$ cat config.mk
export PLATFORM = sky130hd
export DESIGN_NAME = wop_ctrl
export DESIGN_NICKNAME = d
export VERILOG_FILES = /design/src/rtl/core/assert_macros.svh /design/src/rtl/core/wop_pkg.sv /design/src/rtl/core/wop_ctrl.sv
export SDC_FILE = /design/constraint.sdc
export NUM_CORES = 1
export LEC_CHECK = 0
export BUFFER_PORTS_ARGS = -buffer_cell sky130_fd_sc_hd__buf_2
export CAP_MARGIN = 20
export CORE_MARGIN = 8
export CORE_UTILIZATION = 55
export DETAILED_ROUTE_END_ITERATION = 12
export GPL_ROUTABILITY_DRIVEN = 0
export MAX_ROUTING_LAYER = met4
export PLACE_DENSITY = 0.83
export SYNTH_ARGS = -nofsm -noshare
export SYNTH_HDL_FRONTEND = slang
export SYNTH_SLANG_ARGS = --single-unit
$ cat constraint.sdc
create_clock -name i_clk -period 5 [get_ports i_clk]
set_input_delay 0.25 -clock i_clk [delete_from_list [all_inputs] [get_ports i_clk]]
set_output_delay 0.25 -clock i_clk [all_outputs]
set_load 0.01 [all_outputs]
$ cat src/rtl/core/assert_macros.svh
// Assertion macros shared by the odometry integrator RTL.
// Checks compile away when SYNTHESIS is defined.
`ifndef ASSERT_MACROS_SVH
`define ASSERT_MACROS_SVH
`ifndef SYNTHESIS
`define ASSERT_ALWAYS(lbl, clk, rst_n, expr) \
    lbl: assert property (@(posedge clk) disable iff (!rst_n) (expr)) \
        else $error("assertion failed");
`define ASSERT_NEXT(lbl, clk, rst_n, ante, cons) \
    lbl: assert property (@(posedge clk) disable iff (!rst_n) (ante) |=> (cons)) \
        else $error("assertion failed");
`else
`define ASSERT_ALWAYS(lbl, clk, rst_n, expr)
`define ASSERT_NEXT(lbl, clk, rst_n, ante, cons)
`endif
`endif

$ cat src/rtl/core/wop_pkg.sv
// Shared types, constants and tables of the wheel odometry pose integrator.
// No dependencies.
`default_nettype none
package wop_pkg;

    localparam int COUNTER_BITS       = 32;
    localparam int CORDIC_STEPS_DEF   = 24;
    localparam int POSITION_FRAC_BITS = 16;
    localparam int WORK_FRAC          = POSITION_FRAC_BITS + 6;
    // |S|*mpt/4 in Q30, then down to Q(WORK_FRAC): one combined floor shift
    localparam int DIST_SHIFT         = 34 - WORK_FRAC;
    localparam int DELTA_W            = (COUNTER_BITS < 33) ? COUNTER_BITS : 33;
    localparam int SUM_W              = DELTA_W + 2;
    localparam int CW                 = 60;   // CORDIC vector width
    localparam int POS_W              = 48;
    localparam int CFG_W              = 40;
    localparam int CFG_IDX_W          = 2;

    localparam logic [CFG_IDX_W-1:0] CFG_MPT = 2'd0;
    localparam logic [CFG_IDX_W-1:0] CFG_APD = 2'd1;

    localparam logic [31:0] MPT_RESET = 32'd7906077;
    localparam logic [39:0] APD_RESET = 40'd322122547;
    localparam logic [31:0] INV_GAIN  = 32'd2608131496;

    typedef struct packed {
        logic        [31:0] sample_time;
        logic signed [31:0] front_left_count;
        logic signed [31:0] front_right_count;
        logic signed [31:0] back_left_count;
        logic signed [31:0] back_right_count;
    } t_in_item;

    typedef struct packed {
        logic        [31:0] result_time;
        logic signed [47:0] pos_x;
        logic signed [47:0] pos_y;
        logic        [31:0] heading_angle;
    } t_out_item;

    // multiply steps: A = distance scale, B = inverse gain, H = heading
    typedef enum logic [2:0] {
        MOP_A0, MOP_A1, MOP_H0, MOP_B0, MOP_H1, MOP_B1, MOP_H2
    } t_mop;

    typedef struct packed {
        logic       load;
        logic       sum;
        logic       mul_go;
        t_mop       mul_op;
        logic       acc_go;
        t_mop       acc_op;
        logic       fold;
        logic       rot;
        logic [4:0] rot_idx;
        logic       commit;
    } t_cmd;

    function automatic logic [31:0] atan_entry(input logic [4:0] i);
        logic [31:0] v;
        case (i)
            5'd0:  v = 32'd536870912;
            5'd1:  v = 32'd316933406;
            5'd2:  v = 32'd167458907;
            5'd3:  v = 32'd85004756;
            5'd4:  v = 32'd42667331;
            5'd5:  v = 32'd21354465;
            5'd6:  v = 32'd10679838;
            5'd7:  v = 32'd5340245;
            5'd8:  v = 32'd2670163;
            5'd9:  v = 32'd1335087;
            5'd10: v = 32'd667544;
            5'd11: v = 32'd333772;
            5'd12: v = 32'd166886;
            5'd13: v = 32'd83443;
            5'd14: v = 32'd41722;
            5'd15: v = 32'd20861;
            5'd16: v = 32'd10430;
            5'd17: v = 32'd5215;
            5'd18: v = 32'd2608;
            5'd19: v = 32'd1304;
            5'd20: v = 32'd652;
            5'd21: v = 32'd326;
            5'd22: v = 32'd163;
            5'd23: v = 32'd81;
            5'd24: v = 32'd41;
            5'd25: v = 32'd20;
            5'd26: v = 32'd10;
            5'd27: v = 32'd5;
            5'd28: v = 32'd3;
            5'd29: v = 32'd1;
            5'd30: v = 32'd1;
            default: v = 32'd0;
        endcase
        return v;
    endfunction

endpackage
`default_nettype wire

$ cat src/rtl/core/wop_ctrl.sv
// Controller: sequences accept, sum, multiply steps, fold, CORDIC steps and commit.
// Depends on wop_pkg; drives wop_datapath.
`default_nettype none
module wop_ctrl #(
    parameter int CORDIC_STEPS = wop_pkg::CORDIC_STEPS_DEF
) (
    input  wire logic   i_clk,
    input  wire logic   i_rst_n,
    input  wire logic   i_in_valid,
    output logic        o_in_ready,
    output logic        o_out_valid,
    input  wire logic   i_out_ready,
    output wop_pkg::t_cmd o_cmd
);
    import wop_pkg::*;

    localparam logic [4:0] LAST_STEP = 5'(CORDIC_STEPS - 1);
    localparam logic [4:0] LAST_MUL  = 5'd7;

    typedef enum logic [5:0] {
        S_IDLE   = 6'b000001,
        S_SUM    = 6'b000010,
        S_MUL    = 6'b000100,
        S_FOLD   = 6'b001000,
        S_ROT    = 6'b010000,
        S_COMMIT = 6'b100000
    } t_state;

    function automatic t_mop mop_at(input logic [4:0] k);
        t_mop m;
        case (k)
            5'd0:    m = MOP_A0;
            5'd1:    m = MOP_A1;
            5'd2:    m = MOP_H0;
            5'd3:    m = MOP_B0;
            5'd4:    m = MOP_H1;
            5'd5:    m = MOP_B1;
            default: m = MOP_H2;
        endcase
        return m;
    endfunction

    t_state r_state, n_state;
    logic [4:0] r_cnt, n_cnt;
    logic r_have_prev, n_have_prev;
    logic r_out_valid, n_out_valid;

    always_comb begin
        n_state     = r_state;
        n_cnt       = r_cnt;
        n_have_prev = r_have_prev;
        o_in_ready  = 1'b0;
        o_cmd       = '0;
        o_cmd.mul_op  = mop_at(r_cnt);
        o_cmd.acc_op  = mop_at(r_cnt - 5'd1);
        o_cmd.rot_idx = r_cnt;
        unique case (r_state)
            S_IDLE: begin
                o_in_ready = 1'b1;
                if (i_in_valid) begin
                    o_cmd.load  = 1'b1;
                    n_have_prev = 1'b1;
                    // first item only primes the stored counts
                    if (r_have_prev) n_state = S_SUM;
                end
            end
            S_SUM: begin
                o_cmd.sum = 1'b1;
                n_cnt     = '0;
                n_state   = S_MUL;
            end
            S_MUL: begin
                o_cmd.mul_go = (r_cnt != LAST_MUL);
                o_cmd.acc_go = (r_cnt != 5'd0);
                n_cnt        = r_cnt + 5'd1;
                if (r_cnt == LAST_MUL) n_state = S_FOLD;
            end
            S_FOLD: begin
                o_cmd.fold = 1'b1;
                n_cnt      = '0;
                n_state    = S_ROT;
            end
            S_ROT: begin
                o_cmd.rot = 1'b1;
                n_cnt     = r_cnt + 5'd1;
                if (r_cnt == LAST_STEP) n_state = S_COMMIT;
            end
            S_COMMIT: begin
                if (!r_out_valid || i_out_ready) begin
                    o_cmd.commit = 1'b1;
                    n_state      = S_IDLE;
                end
            end
            default: n_state = S_IDLE;
        endcase
        if (o_cmd.commit) n_out_valid = 1'b1;
        else if (i_out_ready) n_out_valid = 1'b0;
        else n_out_valid = r_out_valid;
    end

    always_ff @(posedge i_clk) begin
        if (!i_rst_n) begin
            r_state     <= S_IDLE;
            r_cnt       <= '0;
            r_have_prev <= 1'b0;
            r_out_valid <= 1'b0;
        end else begin
            r_state     <= n_state;
            r_cnt       <= n_cnt;
            r_have_prev <= n_have_prev;
            r_out_valid <= n_out_valid;
        end
    end

    assign o_out_valid = r_out_valid;

endmodule
`default_nettype wire

; ---- Yosys cells after proc, flatten, opt, wreduce, memory -nomap -nowiden
; Cells that the tools add are included.
[op_classes]
muxes = 21
n_reduce_logical = 11
n_addsub = 2
n_eq_ne = 24
[op_table]
columns = op, n
row1 = $pmux 3 s6, 2
row2 = $pmux 6 s6, 1
row3 = $mux 6, 5
row4 = $eq 5x3->1 const B, 5
row5 = $eq 5x2->1 const B, 4
row6 = $mux 1, 12
row7 = $eq 5x1->1 const B, 2
row8 = $logic_not 5->1, 2
row9 = $ne 2x2->1 const B, 5
row10 = $pmux 5 s2, 1
row11 = $eq 6x1->1 const B, 1
row12 = $eq 6x2->1 const B, 1
row13 = $eq 6x3->1 const B, 1
row14 = $eq 6x4->1 const B, 1
row15 = $eq 6x5->1 const B, 1
row16 = $eq 6x6->1 const B, 1
row17 = $add 5x1->5 const B, 1
row18 = $eq 5x5->1 const B, 1
row19 = $ne 5x3->1 const B, 1
row20 = $reduce_and 5->1, 1
row21 = $reduce_bool 5->1, 1
row22 = $sub 5x1->5 const B, 1
row23 = $reduce_bool 2->1, 2
row24 = $reduce_or 2->1, 2
row25 = other kinds (3), 3
[totals]
regBits = 13
in_bits = 4

; ---- Longest topological paths before layout
[depth]
depth_word = 5
mapped_depth = 6

; ---- Worst setup path before layout
; OpenSTA, ideal clock, no wires.
[synth_timing]
kind = reg-to-output
startpoint = reg r_cnt[0]
endpoint = out o_cmd[10] (netlist name)
required_time_ps = 4750
arrival_ps = 1676
slack_ps = 3074
stages_incl_launch_ff = 6
cell_sequence = dfxtp_1 inv_1 ha_1 nor3b_1 mux2_2 a31oi_1
[synth_rtl]
columns = item, line
row1 = "start, declared", wop_ctrl.sv:44  ; logic [4:0] r_cnt, n_cnt;
row2 = "start signal, assigned", wop_ctrl.sv:109  ; r_cnt <= n_cnt;
row3 = "end, declared", wop_ctrl.sv:13  ; output wop_pkg::t_cmd o_cmd

==> summary.log <==
[sta] clock tree skew after final layout 0.007523 ns
[synth] main combinational cell family by area after synthesis simple AND/OR/NAND/NOR gates
[synth] post-synthesis sequential element count 13
[worst_setup_path] element type at the critical path end output pin
[worst_setup_path] Worst Setup Start Kind register
[floorplan] core area 1652 um^2
[drt] Pre-Repair DR Iteration Count 4
[synth] share of the synthesized area in compound gates (AO/OA/AOI/OAI) 23.58%
[synth] cell taking the most area after synthesis sky130_fd_sc_hd__dfxtp_1
[grt] grt total ovfl 0
[clocking] TritonCTS clock tree done
[sta] number of pins exceeding their max-slew limit in the final report 0
[sta] RSZ-0062 raised after global routing false
[worst_hold_path] Hold Path Sink r_state[1]$_SDFFE_PN0P_
[synth] Synth Cell Area 928.4 um^2
[clocking] post-cts sizing count 0
[clocking] register clock-pin slew on the reported worst setup and hold paths 0.08 ns
[power_and_ir_drop] share of total power in combinational logic 9.7%
[power_and_ir_drop] internal power contribution 144.1 uW
[drt] post-route antenna net violation count 0
[worst_hold_path] Hold Startpoint i_in_valid
[drt] DR iter-0 viols 39
[power_and_ir_drop] Clk network pwr share 34.3%
[sta] normalized max-slew margin 66.37%
[placed_design] HPWL after detailed placement 1.835 mm
[worst_setup_path] WS Path Type register to output pin
[worst_setup_path] internal reg-to-reg setup slack 3.24 ns
[synth] sequential cell area fraction in the yosys report 28.03%
[drt] average routed wire per standard cell 16.22 um
[grt] via count of the first global-routing pass 961
[synth] fraction of synthesized cell area in xor and xnor cells 2.830%
[sta] highest clock frequency the design can meet 416.3 MHz
[synth] mux contribution to synthesized area 1.213%
[synth] Area contributors post-synth sky130_fd_sc_hd__dfxtp_1 28%, sky130_fd_sc_hd__ha_1 6.7%, sky130_fd_sc_hd__nor2_1 4.9%
[sta] # setup viols final 0
[worst_setup_path] cell-by-cell trace of the critical path inv_1 > ha_1 > nor3b_1 > mux2_2 > a211o_1 > buf_2
[power_and_ir_drop] cell area power density 182.4 nW/um^2
[floorplan] die height 57.09 um
[worst_setup_path] worst r2r src r_state[5]$_SDFFE_PN0P_
[clocking] root buffer selected by CTS sky130_fd_sc_hd__clkbuf_4
[drt] number of vias per cell 6.366
[power_and_ir_drop] power spent charging and discharging nets 49.43 uW
[sta] worst hold-check slack 0.2162 ns
[floorplan] num ports 24
[final_layout] Final nets 146
[worst_setup_path] Crit Reg-Reg Endpoint r_cnt[2]$_SDFFE_PN0P_
[floorplan] Die W 57.09 um
[worst_hold_path] Worst Hold Depth 3
[power_and_ir_drop] Sw Share 25.54%
[synth] Netlist cell types 41
[synth] commonest register cell after synthesis sky130_fd_sc_hd__dfxtp_1
[grt] first-pass GRT wire length 4.202 mm
[final_layout] Inserted Diodes 0
[synth] most used standard cell by instance count after synthesis sky130_fd_sc_hd__dfxtp_1
[clocking] later-pin clock latency in the skew report 0.29 ns
[run_status] run status finished, final reports clean
[power_and_ir_drop] Leakage Power 0.0004132 uW
[sta] actual slew at the worst max-slew pin 0.5035 ns
[worst_setup_path] number of buffer and inverter instances along the worst setup path 2
[synth] area share of and/or/nand/nor cells after synthesis 32.21%
[synth] area share of fa/ha/maj cells after synthesis 6.739%
[floorplan] floorplan die area 3259 um^2
[synth] syn_area_per_cell 8.003 um^2
[drt] post-route DRC violation count 0
[worst_setup_path] master of the slowest instance on the critical path sky130_fd_sc_hd__mux2_2
[floorplan] cell row count 15
[flow_run] max cap viols 0
[synth] Async S/R FF share, synth 0%
[clocking] CTS Sinks 13
[final_layout] Storage cell area 260.3 um^2
[floorplan] Initial Utilization 56.21%
[grt] maximum number of pins on one net before global-route repair 15
[sta] fraction of the cycle the final worst path needs 48.04%
[drt] total number of vias 974
[sta] minimum clock period after layout 2.402 ns
[grt] antenna violations before repair 0
[drt] detailed-route wire length 2.482 mm
[synth] top cell type's share of synthesized area 28.03%
[power_and_ir_drop] sequential group share of total power 56.0%
[clocking] number of buffers added for setup after CTS 0
[final_layout] combined area of the multi-input logic cells 618.1 um^2
[worst_setup_path] delay of the slowest cell on the worst path 0.40 ns
[sta] worst path setup slack after routing 2.598 ns
[worst_setup_path] Worst Reg2Reg Path Length in Cells 4
[clocking] maximum clock insertion buffer count 2
[worst_hold_path] Hold WC Path Type input port to register
[sta] post-route setup TNS 0 ns
[clocking] hold buffer count at cts 0
[synth] number of instances in the synthesized netlist 116
[synth] total number of yosys warnings 0
[power_and_ir_drop] maximum VDD drop 0.1544 mV
[final_layout] Fillers 142
[synth] synthesized net count 125
[clocking] total CTS buffers 3
[clocking] Max H-tree Level 1
[synth] ranking of synthesized cells by instance count 13 x sky130_fd_sc_hd__dfxtp_1, 12 x sky130_fd_sc_hd__nor2_1, 7 x sky130_fd_sc_hd__nand2_1
[sta] Hold Violations, Final 0
[worst_setup_path] cell family contributing the most delay on the critical path multiplexers
[grt] overall routing resource usage 15.75%
[placed_design] IO buf count 23
[worst_setup_path] Worst Path Required 4.75 ns
[synth] Post-synth EDFFs 0
[final_layout] Layout Area Growth over Synthesis 14.29%
[placed_design] worst-case setup slack after placement 2.905 ns
[worst_setup_path] largest fanout of any net on the critical path 7
[worst_setup_path] Worst EP arrival 2.15 ns
[final_layout] share of layout cells above drive strength 1 25.00%
## power groups by stage
stage	Sequential [uW]	Clock (uW)	Combinational (uW)
final	108	66.3	18.8
after global routing	109	71.7	20.8
after CTS	108	66.5	18.9
after detailed placement	111	0	18.7
after global placement	111	0	18.2
after floorplan	110	0	13.4
## flip-flops by register name, summed over array words and instances (netlist names)
register     flops
o_out_valid      1
r_cnt            5
r_have_prev      1
r_state          6
## how the worst max path moves through the flow
stage | end | start | slack, ns | cells after the start
6_report | o_cmd[9] | r_cnt[0]$_SDFFE_PN0P_ | 2.60 | 6
5_1_grt | o_cmd[9] | r_cnt[0]$_SDFFE_PN0P_ | 2.46 | 6
4_1_cts | o_cmd[10] | r_cnt[0]$_SDFFE_PN0P_ | 2.60 | 7
3_5_place_dp | o_cmd[10] | r_cnt[0]$_SDFFE_PN0P_ | 2.90 | 7
3_3_place_gp | o_cmd[10] | r_cnt[0]$_SDFFE_PN0P_ | 2.97 | 7
2_1_floorplan | o_cmd[10] | r_cnt[0]$_SDFFE_PN0P_ | 3.07 | 5
## metal layers
layer / GRT usage (%) / up-vias / wire, um
met5: - / - / 0
met4: 6.376 / 0 / 37
met3: 3.548 / 5 / 185
met2: 26.98 / 54 / 1225
met1: 17.10 / 444 / 1033
li1: - / 471 / -
## through the flow
stage	cell area, um^2	util (%)	cells	power (uW)
detailed placement	1033	62.58	149	129.5
floorplan	928.4	-	116	123.6
finish	1061	64.24	153	193.5
global placement	1033	62.58	149	128.9
CTS	1061	64.24	153	193.8
global route	1061	64.24	153	201.4
## cell families (layout without fill, tap and decap cells)
kind of cell             Yosys count  after routing
XOR/XNOR                           3              3
AO/OA/AOI/OAI                     31             31
multiplexers                       1              1
adder cells (fa/ha/maj)            5              5
AND/OR/NAND/NOR                   51             51
flip-flops                        13             13
buffers and inverters             12             32
## area by class of cell
| class | instances | share of cell area [%] |
|---|---|---|
| flip-flops and latches | 13 | 24.53 |
| multi-input cells | 91 | 58.25 |
| repair buffers | 23 | 10.85 |
| clock buffers | 3 | 2.123 |
| clock inverters | 1 | 0.4717 |
| well taps | 17 | 2.005 |
| inverters | 5 | 1.769 |
## layout by cell type, fill, tap and decap left out, types with 3 or more instances in the layout
master / count
sky130_fd_sc_hd__clkbuf_4: 3
sky130_fd_sc_hd__nor3_1: 4
sky130_fd_sc_hd__buf_2: 23
sky130_fd_sc_hd__o21a_1: 4
sky130_fd_sc_hd__nand3_1: 5
sky130_fd_sc_hd__dfxtp_1: 13
sky130_fd_sc_hd__o21ai_0: 5
sky130_fd_sc_hd__inv_1: 5
sky130_fd_sc_hd__nor3b_1: 3
sky130_fd_sc_hd__nor2_1: 12
sky130_fd_sc_hd__nand2b_1: 3
sky130_fd_sc_hd__ha_1: 5
sky130_fd_sc_hd__nand2_1: 7
sky130_fd_sc_hd__a21oi_1: 5
sky130_fd_sc_hd__a31oi_1: 4
## tightest hold or removal path: cells and delay by family
kind,cells,cell delay [ns]
and+or+nand+nor,2,0.11
buffers and inverters,1,0.11
(Power assumes the default switching activity.)
